File: src/hw/rtl/rtsr_pkg.sv
`timescale 1ns / 1ps

package rtsr_pkg;

   // Number of time bytes held for readout
   localparam int TIME_BYTES = 7;

   // Default depth of the command queue between front and back
   localparam int QUEUE_DEPTH = 2;

   // Line event opcodes
   localparam logic [2:0] OP_ENABLE    = 3'd0;
   localparam logic [2:0] OP_CLOCK     = 3'd1;
   localparam logic [2:0] OP_DIRECTION = 3'd2;
   localparam logic [2:0] OP_DATA_IN   = 3'd3;
   localparam logic [2:0] OP_READ      = 3'd4;
   localparam logic [2:0] OP_TIME      = 3'd5;

   // Byte index saturates here; this index reads as zero
   localparam logic [2:0] BYTE_INDEX_MAX = 3'd7;

   // Bit counter value that forces a byte load on the next clock rise
   localparam logic [3:0] BIT_COUNT_RELOAD = 4'd8;

   // Sunday (and out-of-range seven) map to code 7
   localparam logic [2:0] WEEKDAY_CODE [8] = '{3'd7, 3'd1, 3'd2, 3'd3,
                                              3'd4, 3'd5, 3'd6, 3'd7};

   typedef enum logic [2:0] {
      CMD_NONE,
      CMD_ENABLE,
      CMD_CLOCK,
      CMD_DATA_IN,
      CMD_TIME
   } rtsr_kind_type;

   // One classified command as queued between front and back
   typedef struct packed {
      rtsr_kind_type kind;
      logic          level;
      logic [7:0]    sec_bcd;
      logic [7:0]    min_bcd;
      logic [7:0]    hour_bcd;
      logic [7:0]    day_bcd;
      logic [7:0]    mon_bcd;
      logic [2:0]    wd_code;
      logic [6:0]    year_rem;   // year modulo 100
   } rtsr_cmd_type;

   typedef struct packed {
      logic full;
      logic empty;
   } rtsr_qstat_type;

   // Two-digit BCD of a value below 128; tens by reciprocal of ten
   function automatic logic [7:0] bcd_of(input logic [6:0] v);
      logic [14:0] prod;
      logic [3:0]  tens;
      logic [6:0]  units;
      prod  = 15'(v) * 15'd205;
      tens  = prod[14:11];
      units = v - 7'(tens * 4'd10);
      return {tens, units[3:0]};
   endfunction

endpackage

File: src/hw/rtl/rtsr_front.sv
`timescale 1ns / 1ps

module rtsr_front (
   input  logic [2:0]           req_opcode,
   input  logic                 req_line_level,
   input  logic [13:0]          req_year,
   input  logic [3:0]           req_month,
   input  logic [4:0]           req_day,
   input  logic [2:0]           req_day_of_week,
   input  logic [4:0]           req_hour,
   input  logic [5:0]           req_minute,
   input  logic [5:0]           req_second,
   output rtsr_pkg::rtsr_cmd_type cmd
);
   import rtsr_pkg::*;

   logic [26:0] year_prod;
   logic [7:0]  year_hund;
   logic [13:0] year_rem_full;

   // year / 100 via 5243 / 2^19, exact over the 14-bit range
   assign year_prod     = 27'(req_year) * 27'd5243;
   assign year_hund     = year_prod[26:19];
   assign year_rem_full = req_year - 14'(year_hund * 7'd100);

   always_comb begin
      case (req_opcode)
         OP_ENABLE:           cmd.kind = CMD_ENABLE;
         OP_CLOCK:            cmd.kind = CMD_CLOCK;
         OP_DATA_IN:          cmd.kind = CMD_DATA_IN;
         OP_TIME:             cmd.kind = CMD_TIME;
         OP_DIRECTION,
         OP_READ:             cmd.kind = CMD_NONE;  // no visible effect
         default:             cmd.kind = CMD_NONE;
      endcase
      cmd.level    = req_line_level;
      cmd.sec_bcd  = bcd_of({1'b0, req_second});
      cmd.min_bcd  = bcd_of({1'b0, req_minute});
      cmd.hour_bcd = bcd_of({2'b0, req_hour});
      cmd.day_bcd  = bcd_of({2'b0, req_day});
      cmd.mon_bcd  = bcd_of({3'b0, req_month});
      cmd.wd_code  = WEEKDAY_CODE[req_day_of_week];
      cmd.year_rem = year_rem_full[6:0];
   end

endmodule

File: src/hw/rtl/rtsr_queue.sv
`timescale 1ns / 1ps

module rtsr_queue #(
   parameter int DEPTH = rtsr_pkg::QUEUE_DEPTH
) (
   input  logic                   clock,
   input  logic                   reset,
   input  logic                   push,
   input  rtsr_pkg::rtsr_cmd_type cmd_in,
   input  logic                   pop,
   output rtsr_pkg::rtsr_cmd_type cmd_out,
   output rtsr_pkg::rtsr_qstat_type status
);
   import rtsr_pkg::*;

   localparam int PTR_W = (DEPTH > 1) ? $clog2(DEPTH) : 1;
   localparam int CNT_W = $clog2(DEPTH + 1);

   rtsr_cmd_type     entry_ff [DEPTH];
   logic [PTR_W-1:0] wr_ptr_ff, wr_ptr_in;
   logic [PTR_W-1:0] rd_ptr_ff, rd_ptr_in;
   logic [CNT_W-1:0] count_ff, count_in;
   logic             do_push, do_pop;

   assign status.full  = (count_ff == CNT_W'(DEPTH));
   assign status.empty = (count_ff == '0);
   assign do_push      = push && !status.full;
   assign do_pop       = pop && !status.empty;
   assign cmd_out      = entry_ff[rd_ptr_ff];

   always_comb begin
      wr_ptr_in = wr_ptr_ff;
      rd_ptr_in = rd_ptr_ff;
      count_in  = count_ff;
      if (do_push) begin
         wr_ptr_in = (wr_ptr_ff == PTR_W'(DEPTH - 1)) ? '0 : wr_ptr_ff + 1'b1;
      end
      if (do_pop) begin
         rd_ptr_in = (rd_ptr_ff == PTR_W'(DEPTH - 1)) ? '0 : rd_ptr_ff + 1'b1;
      end
      if (do_push && !do_pop) begin
         count_in = count_ff + 1'b1;
      end else if (do_pop && !do_push) begin
         count_in = count_ff - 1'b1;
      end
   end

   always_ff @(posedge clock) begin
      if (reset) begin
         wr_ptr_ff <= '0;
         rd_ptr_ff <= '0;
         count_ff  <= '0;
      end else begin
         wr_ptr_ff <= wr_ptr_in;
         rd_ptr_ff <= rd_ptr_in;
         count_ff  <= count_in;
      end
   end

   always_ff @(posedge clock) begin
      if (do_push) begin
         entry_ff[wr_ptr_ff] <= cmd_in;
      end
   end

endmodule

File: src/hw/rtl/rtsr_back.sv
`timescale 1ns / 1ps

module rtsr_back (
   input  logic                   clock,
   input  logic                   reset,
   input  logic                   cmd_valid,
   input  rtsr_pkg::rtsr_cmd_type cmd,
   output logic                   cmd_pop,
   output logic                   rsp_valid,
   input  logic                   rsp_stall,
   output logic                   rsp_data_out
);
   import rtsr_pkg::*;

   logic       enable_ff, enable_in;
   logic       clk_level_ff, clk_level_in;
   logic [7:0] shift_ff, shift_in;
   logic [3:0] bit_count_ff, bit_count_in;
   logic [2:0] byte_index_ff, byte_index_in;
   logic [7:0] time_bytes_ff [TIME_BYTES];
   logic [7:0] time_bytes_in [TIME_BYTES];
   logic       rsp_valid_ff, rsp_valid_in;
   logic       data_out_ff, data_out_in;
   logic [7:0] year_bcd;
   logic [7:0] load_byte;

   assign year_bcd  = bcd_of(cmd.year_rem);
   assign load_byte = (byte_index_ff < 3'(TIME_BYTES)) ? time_bytes_ff[byte_index_ff] : 8'h00;
   assign cmd_pop   = cmd_valid && (!rsp_valid_ff || !rsp_stall);

   always_comb begin
      enable_in     = enable_ff;
      clk_level_in  = clk_level_ff;
      shift_in      = shift_ff;
      bit_count_in  = bit_count_ff;
      byte_index_in = byte_index_ff;
      time_bytes_in = time_bytes_ff;
      rsp_valid_in  = rsp_valid_ff && rsp_stall;
      data_out_in   = data_out_ff;
      if (cmd_pop) begin
         case (cmd.kind)
            CMD_ENABLE: begin
               if (cmd.level && !enable_ff) begin
                  byte_index_in = '0;
                  bit_count_in  = BIT_COUNT_RELOAD;
               end
               enable_in = cmd.level;
            end
            CMD_CLOCK: begin
               // ignored entirely while disabled
               if (enable_ff) begin
                  if (!clk_level_ff && cmd.level) begin
                     if (bit_count_ff[3]) begin
                        shift_in     = load_byte;
                        bit_count_in = 4'd1;
                        if (byte_index_ff != BYTE_INDEX_MAX) begin
                           byte_index_in = byte_index_ff + 1'b1;
                        end
                     end else begin
                        shift_in     = {shift_ff[6:0], 1'b0};
                        bit_count_in = bit_count_ff + 1'b1;
                     end
                  end
                  clk_level_in = cmd.level;
               end
            end
            CMD_DATA_IN: begin
               shift_in = {shift_ff[7:1], shift_ff[0] | cmd.level};
            end
            CMD_TIME: begin
               time_bytes_in[0] = cmd.sec_bcd;
               time_bytes_in[1] = cmd.min_bcd;
               time_bytes_in[2] = cmd.hour_bcd;
               time_bytes_in[3] = {cmd.day_bcd[3:0], 1'b0, cmd.wd_code};
               time_bytes_in[4] = {cmd.mon_bcd[3:0], cmd.day_bcd[7:4]};
               time_bytes_in[5] = {year_bcd[3:0], cmd.mon_bcd[7:4]};
               time_bytes_in[6] = {4'h0, year_bcd[7:4]};
            end
            CMD_NONE: begin
            end
            default: begin
            end
         endcase
         rsp_valid_in = 1'b1;
         data_out_in  = shift_in[7];
      end
   end

   always_ff @(posedge clock) begin
      if (reset) begin
         enable_ff     <= 1'b0;
         clk_level_ff  <= 1'b0;
         shift_ff      <= '0;
         bit_count_ff  <= BIT_COUNT_RELOAD;
         byte_index_ff <= '0;
         time_bytes_ff <= '{default: '0};
         rsp_valid_ff  <= 1'b0;
      end else begin
         enable_ff     <= enable_in;
         clk_level_ff  <= clk_level_in;
         shift_ff      <= shift_in;
         bit_count_ff  <= bit_count_in;
         byte_index_ff <= byte_index_in;
         time_bytes_ff <= time_bytes_in;
         rsp_valid_ff  <= rsp_valid_in;
      end
   end

   always_ff @(posedge clock) begin
      data_out_ff <= data_out_in;
   end

   assign rsp_valid    = rsp_valid_ff;
   assign rsp_data_out = data_out_ff;

endmodule

File: src/hw/rtl/rtc_serial_time_readout_unit.sv
`timescale 1ns / 1ps
// Serial time readout of a real-time clock.
// Request channel (req_*): one line event per transaction. req_opcode names
// the event (chip enable, clock line, direction line, data in, read, time
// update), req_line_level is the new line level or data bit, and the date
// and time fields are used by the time-update event only.
// Response channel (rsp_*): exactly one transaction per request, in order;
// rsp_data_out is the serial data line (bit 7 of the shift byte) after the
// event has been applied.
// With the queue empty, an accepted request is written to a queue entry, then
// applied by the back end, which registers rsp_valid once the response slot is
// free; throughput is one transaction per cycle while rsp_stall is low.
// A front end classifies events and converts the time fields to BCD; a
// small command queue decouples it from the back end, which owns the line
// state and the response register. req_stall is high only when the queue
// is full, so a stalled receiver fills the queue before backing up.
// Reset (synchronous): queue empty, no response pending, all line levels and
// time bytes zero, first clock rise after chip enable loads byte zero.
module rtc_serial_time_readout_unit #(
   parameter int QUEUE_DEPTH = rtsr_pkg::QUEUE_DEPTH
) (
   input  logic        clock,
   input  logic        reset,
   input  logic        req_valid,
   output logic        req_stall,
   input  logic [2:0]  req_opcode,
   input  logic        req_line_level,
   input  logic [13:0] req_year,
   input  logic [3:0]  req_month,
   input  logic [4:0]  req_day,
   input  logic [2:0]  req_day_of_week,
   input  logic [4:0]  req_hour,
   input  logic [5:0]  req_minute,
   input  logic [5:0]  req_second,
   output logic        rsp_valid,
   input  logic        rsp_stall,
   output logic        rsp_data_out
);
   import rtsr_pkg::*;

   rtsr_cmd_type   front_cmd;
   rtsr_cmd_type   back_cmd;
   rtsr_qstat_type q_status;
   logic           q_push;
   logic           q_pop;

   // classify and convert; no state of its own
   rtsr_front u_front (
      .req_opcode      (req_opcode),
      .req_line_level  (req_line_level),
      .req_year        (req_year),
      .req_month       (req_month),
      .req_day         (req_day),
      .req_day_of_week (req_day_of_week),
      .req_hour        (req_hour),
      .req_minute      (req_minute),
      .req_second      (req_second),
      .cmd             (front_cmd)
   );

   assign req_stall = q_status.full;
   assign q_push    = req_valid && !req_stall;

   rtsr_queue #(
      .DEPTH (QUEUE_DEPTH)
   ) u_queue (
      .clock   (clock),
      .reset   (reset),
      .push    (q_push),
      .cmd_in  (front_cmd),
      .pop     (q_pop),
      .cmd_out (back_cmd),
      .status  (q_status)
   );

   // applies one command per cycle whenever the response slot frees up
   rtsr_back u_back (
      .clock        (clock),
      .reset        (reset),
      .cmd_valid    (!q_status.empty),
      .cmd          (back_cmd),
      .cmd_pop      (q_pop),
      .rsp_valid    (rsp_valid),
      .rsp_stall    (rsp_stall),
      .rsp_data_out (rsp_data_out)
   );

   // no response right after reset
   a_reset_idle: assert property (@(posedge clock) reset |=> !rsp_valid)
      else $error("response valid right after reset");

   // with nothing queued and the response slot free, an accepted transaction
   // passes the queue entry and then the response register, raising rsp_valid
   a_latency: assert property (@(posedge clock) disable iff (reset)
      (q_push && q_status.empty && (!rsp_valid || !rsp_stall)) |=> ##1 rsp_valid)
      else $error("response missing two cycles after acceptance");

   // nothing queued, nothing accepted, nothing pending: no response appears
   a_no_invent: assert property (@(posedge clock) disable iff (reset)
      (!rsp_valid && q_status.empty && !q_push) |=> !rsp_valid)
      else $error("response appeared without a request");

endmodule

File: config.mk
export PLATFORM = sky130hd
export DESIGN_NAME = rtc_serial_time_readout_unit
export DESIGN_NICKNAME = d
export VERILOG_FILES = /design/src/hw/rtl/rtsr_pkg.sv /design/src/hw/rtl/rtsr_front.sv /design/src/hw/rtl/rtsr_queue.sv /design/src/hw/rtl/rtsr_back.sv /design/src/hw/rtl/rtc_serial_time_readout_unit.sv
export SDC_FILE = /design/constraint.sdc
export NUM_CORES = 1
export LEC_CHECK = 0
export ABC_AREA = 1
export BUFFER_PORTS_ARGS = -buffer_cell sky130_fd_sc_hd__buf_4
export CORE_ASPECT_RATIO = 1.2
export CORE_MARGIN = 5
export CORE_UTILIZATION = 35
export DETAILED_ROUTE_END_ITERATION = 8
export PLACE_DENSITY_LB_ADDON = 0.15
export SLEW_MARGIN = 20
export SYNTH_ARGS = -nofsm -noshare
export SYNTH_HDL_FRONTEND = slang
export SYNTH_SLANG_ARGS = --single-unit
File: constraint.sdc
create_clock -name clock -period 13.33 [get_ports clock]
set_clock_uncertainty 0.2 [all_clocks]
set_input_delay 0.6665 -clock clock [delete_from_list [all_inputs] [get_ports clock]]
set_output_delay 0.6665 -clock clock [all_outputs]
set_load 0.02 [all_outputs]
Yosys cells after proc, flatten, opt, wreduce, memory -nomap -nowiden
Memory sizes are Yosys's and may differ from the RTL's. A register that Yosys moved wholly into a read port is not among the register bits.
Index checks and enable logic that the tools add are counted.
W data, S select, Z words.
Operators by class
  add/sub/neg operators: 13
  multiply operators: 14
  $lt $le $gt $ge: 3
  eq/ne operators: 14
  multiplexer cells: 31
  bitwise gates (word level): 4
  reductions and logical operators: 30
Operator list (count)
  $mux W8: 6
  $mul A6 B8 Y14 const B: 2
  $mul A14 B13 Y27 const B: 1
  $mul A5 B8 Y13 const B: 2
  $bmux W8 S3: 1
  $sub A4 B4 Y4: 6
  $mux W3: 7
  $mux W4: 4
  $pmux W8 S2: 1
  $mul A7 B8 Y15 const B: 1
  $mul A4 B8 Y12 const B: 1
  $pmux W3 S4: 1
  $ne A2 B1 Y1 const B: 5
  $reduce_and A5 Y1: 2
  $eq A3 B2 Y1 const B: 3
  $logic_and A1 B1 Y1: 9
  $ge A4 B4 Y1 const B: 2
  $logic_not A1 Y1: 8
  $mul A8 B5 Y5 const B: 1
  $not A3 Y4: 2
  $pmux W4 S2: 1
  $mux W1: 7
  $reduce_and A7 Y1: 1
  $sub A7 B7 Y7: 1
  other kinds (25): 34
Storage, ports and cells
  bits in registers: 74
  bits in writable memories: 90
  bits in read-only memories: 24
  input bits: 51
  output and inout bits: 3
  word-level logic and storage cells: 130
  memories: 2
Memories
  u_queue.entry_ff: words 2, bits a word 45, read ports 1, clocked after Yosys merged registers in 1, wr ports 1, RTL line rtsr_queue.sv:19  | rtsr_cmd_type entry_ff [DEPTH];
  (name not given): words 8, bits a word 3, read ports 1, clocked after Yosys merged registers in 0, wr ports 0, RTL line rtsr_front.sv:42  | cmd.wd_code = WEEKDAY_CODE[req_day_of_week];

Depth between registers and ports, before layout
  depth after elaboration: 9
  depth in mapped cells: 32

Hierarchy
A second synthesis with hierarchy kept.
Second synthesis, totals
  cell total of the unflattened synthesis: 1568
  area, all modules: 15115.7 µm²
Modules (own cells, without submodules)
  rtsr_front: times used 1, cells each 799, area an instance 6567.5 µm², sequential area each 0.0 µm²
  rtsr_queue: times used 1, cells each 205, area an instance 4396.7 µm², sequential area each 3343.2 µm²
  rtsr_back: times used 1, cells each 561, area an instance 4137.7 µm², sequential area each 1411.4 µm²
  rtc_serial_time_readout_unit: times used 1, cells each 3, area an instance 13.8 µm², sequential area each 0.0 µm²

Worst setup path after synthesis
Ideal clock, no wire load.
  path type: input to register
  start point: input port req_year[5]
  end point: memory u_queue.entry_ff[0][6] in the netlist's numbering (data pin)
  setup time: 0.257 ns
  arrival time: 5.551 ns
  data required time: 12.873 ns
  setup slack: 7.322 ns
  stages on the path: 28
  path buffers: 0
  path through: inv_1 > fa_1 > inv_1 > ha_1 > fa_1 > fa_1 > inv_1 > fa_1 > inv_1 > ha_1 > nand2_1 > inv_1 > o21ai_0 > nand2_1 > a21oi_1 > nand2_1 > nand2_1 > nand2_1 > ha_1 > inv_1 > ha_1 > nand2_1 > o21ai_0 > xor2_1 > xor2_1 > inv_1 > nand3_1 > nand2_1
RTL lines
  start: declaration: RTL line rtc_serial_time_readout_unit.sv:28  | input logic [13:0] req_year,
  end: declaration: RTL line rtsr_queue.sv:19

==> results.py <==
metrics = {
    "pwr": {
        "combPwrFrac": 0.665,
        "power.leakage_nw": 7.30,
        "p_int_w": 0.00192,
        "cellPowerDensity_nw_per_um2": 249,
        "clkPwrFrac": 0.136,
        "p_seq_frac": 0.199,
        "total_power_w": 0.00368,
        "switching_power_w": 0.00176,
        "ir_drop_mv": 0.202,
        "switching_share": 0.478,
    },
    "yosys": {
        "synth_mux_area_frac": 0,
        "yosys-top-cells-count": "inv_1 (277), ha_1 (240), nand2_1 (236)",
        "synth_adder_area_share": 0.366,
        "synth_most_common_cell": "inv_1",
        "synth_edf_count": 91,
        "yosysWarningCount": 0,
        "syn-num-nets": 1812,
        "synth_top_cell_by_area": "ha_1",
        "synthSimpleGateAreaFrac": 0.118,
        "async_flop_share": 0,
        "synth_top_family_by_area": "adder cells",
        "synth_compound_area_frac": 0.0959,
        "syn_area_per_cell_um2": 9.27,
        "netlist_instances": 1429,
        "yosysUniqueCellTypes": 45,
        "synthFlopType": "edfxtp_1",
        "yosysSeqAreaShare": 0.305,
        "synth-xor-area-share": 0.0262,
        "yosys-top-cells-area": "ha_1 (23%), edfxtp_1 (21%), fa_1 (14%)",
        "synth_top_area_share": 0.227,
        "yosys_register_bits": 156,
        "syn_area_um2": 13200,
    },
    "critical_path": {
        "cp-start-kind": "input pin",
        "r2r-end": "u_back.time_bytes_ff[15]$_SDFFE_PP0P_",
        "cp.arrival_ns": 6.12,
        "cp.depth": 29,
        "crit_buf_inv": 8,
        "worst-setup-path-type": "input pin to flip-flop",
        "cp_data_required_time_ns": 13.30,
        "rr_worst_depth": 30,
        "crit_family": "adder cells",
        "max_stage_delay_ns": 0.53,
        "crit_end": "u_queue.entry_ff[0][6]$_DFFE_PP_",
        "r2r_slack_ns": 7.25,
        "slowest_stage": "fa_1",
        "crit_start": "req_year[6]",
        "endpoint_kind": "flip-flop",
        "crit_path_max_fanout": 7,
    },
    "clock_tree": {
        "cts_root_buffer": "clkbuf_16",
        "clkTransAtPathRegs_ns": 0.07,
        "cts.repair.resized": 0,
        "cts_buffers": 17,
        "h-tree-depth": 4,
        "clock_path_buffers": 2,
        "post_cts_buffers": 0,
        "clock_latency_ns": 0.43,
        "clkSinkCount": 156,
        "tritoncts": "done",
        "postCtsHoldBufs": 0,
    },
    "finish": {
        "nets": 1861,
        "final_area_um2": 14800,
        "drive_gt1_frac": 0.0825,
        "area_growth_pct": 11.6,
        "antennaDiodeCount": 0,
    },
    "detailed_routing": {
        "via_count": 9335,
        "drc": 0,
        "antenna_left": 0,
        "first_iter_violations": 373,
        "via_per_inst": 4.74,
        "firstDrtPassIters": 6,
        "routed_wl_um": 28000,
        "wl_per_cell_um": 14.2,
    },
    "placement": {
        "dpl_cell_area_um2": 14200,
        "io_buffers": 53,
        "place.gp.congestion": 0.825,
        "hpwl_um": 22200,
    },
    "global_route": {
        "grt_pass1_wl_um": 47600,
        "grt_overflow": 0,
        "track_usage": 0.138,
        "grt_max_degree": 56,
        "antenna_found_initial": 0,
        "grt_pass1_vias": 9625,
    },
    "run_status": {
        "status": "complete, no violations",
    },
    "floorplanning": {
        "die-area_um2": 41800,
        "start_util": 0.352,
        "die_h_um": 223,
        "core_area_um2": 37600,
        "num_io_pins": 54,
        "rows": 78,
        "dieWidth_um": 188,
    },
    "sta": {
        "drv_slew": 0,
        "finalHoldViolations": 0,
        "maxSlewHeadroom": 0.424,
        "rsz0062_at_grt": "false",
        "setup-tns-final_ns": 0,
        "tightest_slew_ns": 0.863,
        "clock.fmax_ghz": 0.162,
        "period_minus_slack_ns": 6.16,
        "setup_viol": 0,
        "post-route-period-util": 0.462,
    },
    "run": {
        "cap_viol_max_count": 0,
    },
    "min_path": {
        "min_path_type": "input pin to flip-flop",
    },
}
## power by group through the flow
stage	combinational [W]	sequential [W]	clock [W]
2_1_floorplan	0.00192	0.000719	0
3_3_place_gp	0.00245	0.000742	0
3_5_place_dp	0.00247	0.000743	0
4_1_cts	0.00250	0.000733	0.000512
5_1_grt	0.00292	0.000742	0.000535
6_report	0.00245	0.000731	0.000501
## layer usage
| layer | vias up | wire length [um] | GRT usage |
|---|---|---|---|
| met5 | - | 0 | 0 |
| met4 | 0 | 550 | 0.0374 |
| met3 | 32 | 526 | 0.0167 |
| met2 | 90 | 13800 | 0.245 |
| met1 | 4412 | 13100 | 0.178 |
| li1 | 4801 | - | - |
## how the worst min path moves through the flow
stage | start | to | slack [ns] | cells after the start
finish | req_line_level | u_queue.entry_ff[1][41]$_DFFE_PP_ | 0.24 | 1
global route | req_line_level | u_queue.entry_ff[1][41]$_DFFE_PP_ | 0.22 | 1
CTS | req_line_level | u_queue.entry_ff[1][41]$_DFFE_PP_ | 0.22 | 1
detailed placement | u_queue.rd_ptr_ff$_SDFFE_PP0P_ | flip-flop | 0.24 | 1
global placement | u_queue.rd_ptr_ff$_SDFFE_PP0P_ | flip-flop | 0.24 | 1
floorplan | u_queue.rd_ptr_ff$_SDFFE_PP0P_ | flip-flop | 0.23 | 1
## sequential cells by signal, summed over array words and instances, names as in the netlist, named ones only
| signal | flops |
|---|---|
| u_back.shift_ff | 8 |
| u_queue.rd_ptr_ff | 1 |
| u_back.time_bytes_ff | 42 |
| u_back.enable_ff | 1 |
| u_back.bit_count_ff | 4 |
| u_back.rsp_data_out | 1 |
| u_queue.count_ff | 2 |
| u_back.clk_level_ff | 1 |
| u_queue.wr_ptr_ff | 1 |
| u_queue.entry_ff | 90 |
| u_back.byte_index_ff | 3 |
| u_back.rsp_valid | 1 |
## through the flow
step                hold WS [ns]  std cells  setup slack (ns)   util
finish                     0.241       1971              7.17  0.393
global route               0.219       1971              6.77  0.393
CTS                        0.219       1971              7.14  0.393
detailed placement         0.238       1939              6.72  0.377
global placement           0.238       1939              6.79  0.377
floorplan                  0.226       1429              7.32      -
## cells by family after synthesis
family,after synthesis
xor+xnor,38
simple gates,367
fa+ha+maj,332
compound gates,227
buf+inv,309
flops,156
## cell usage in the layout (no fill, tap or decap), types with 41 or more instances in the layout
master / n
edfxtp_1: 91
o21ai_0: 88
a31oi_1: 41
inv_1: 276
nor2_1: 48
fa_1: 92
a21oi_1: 66
nand2_1: 236
dfxtp_1: 64
ha_1: 240
buf_4: 58
## final cells by class
class	count	area (um^2)
clock buffers	18	429
clock inverters	14	178
fillers	3744	22800
inverters	281	1050
multi-input cells	964	8040
flip-flops and latches	156	4040
well taps	480	601
repair buffers	58	435
Power figures use the tool's default switching activity.
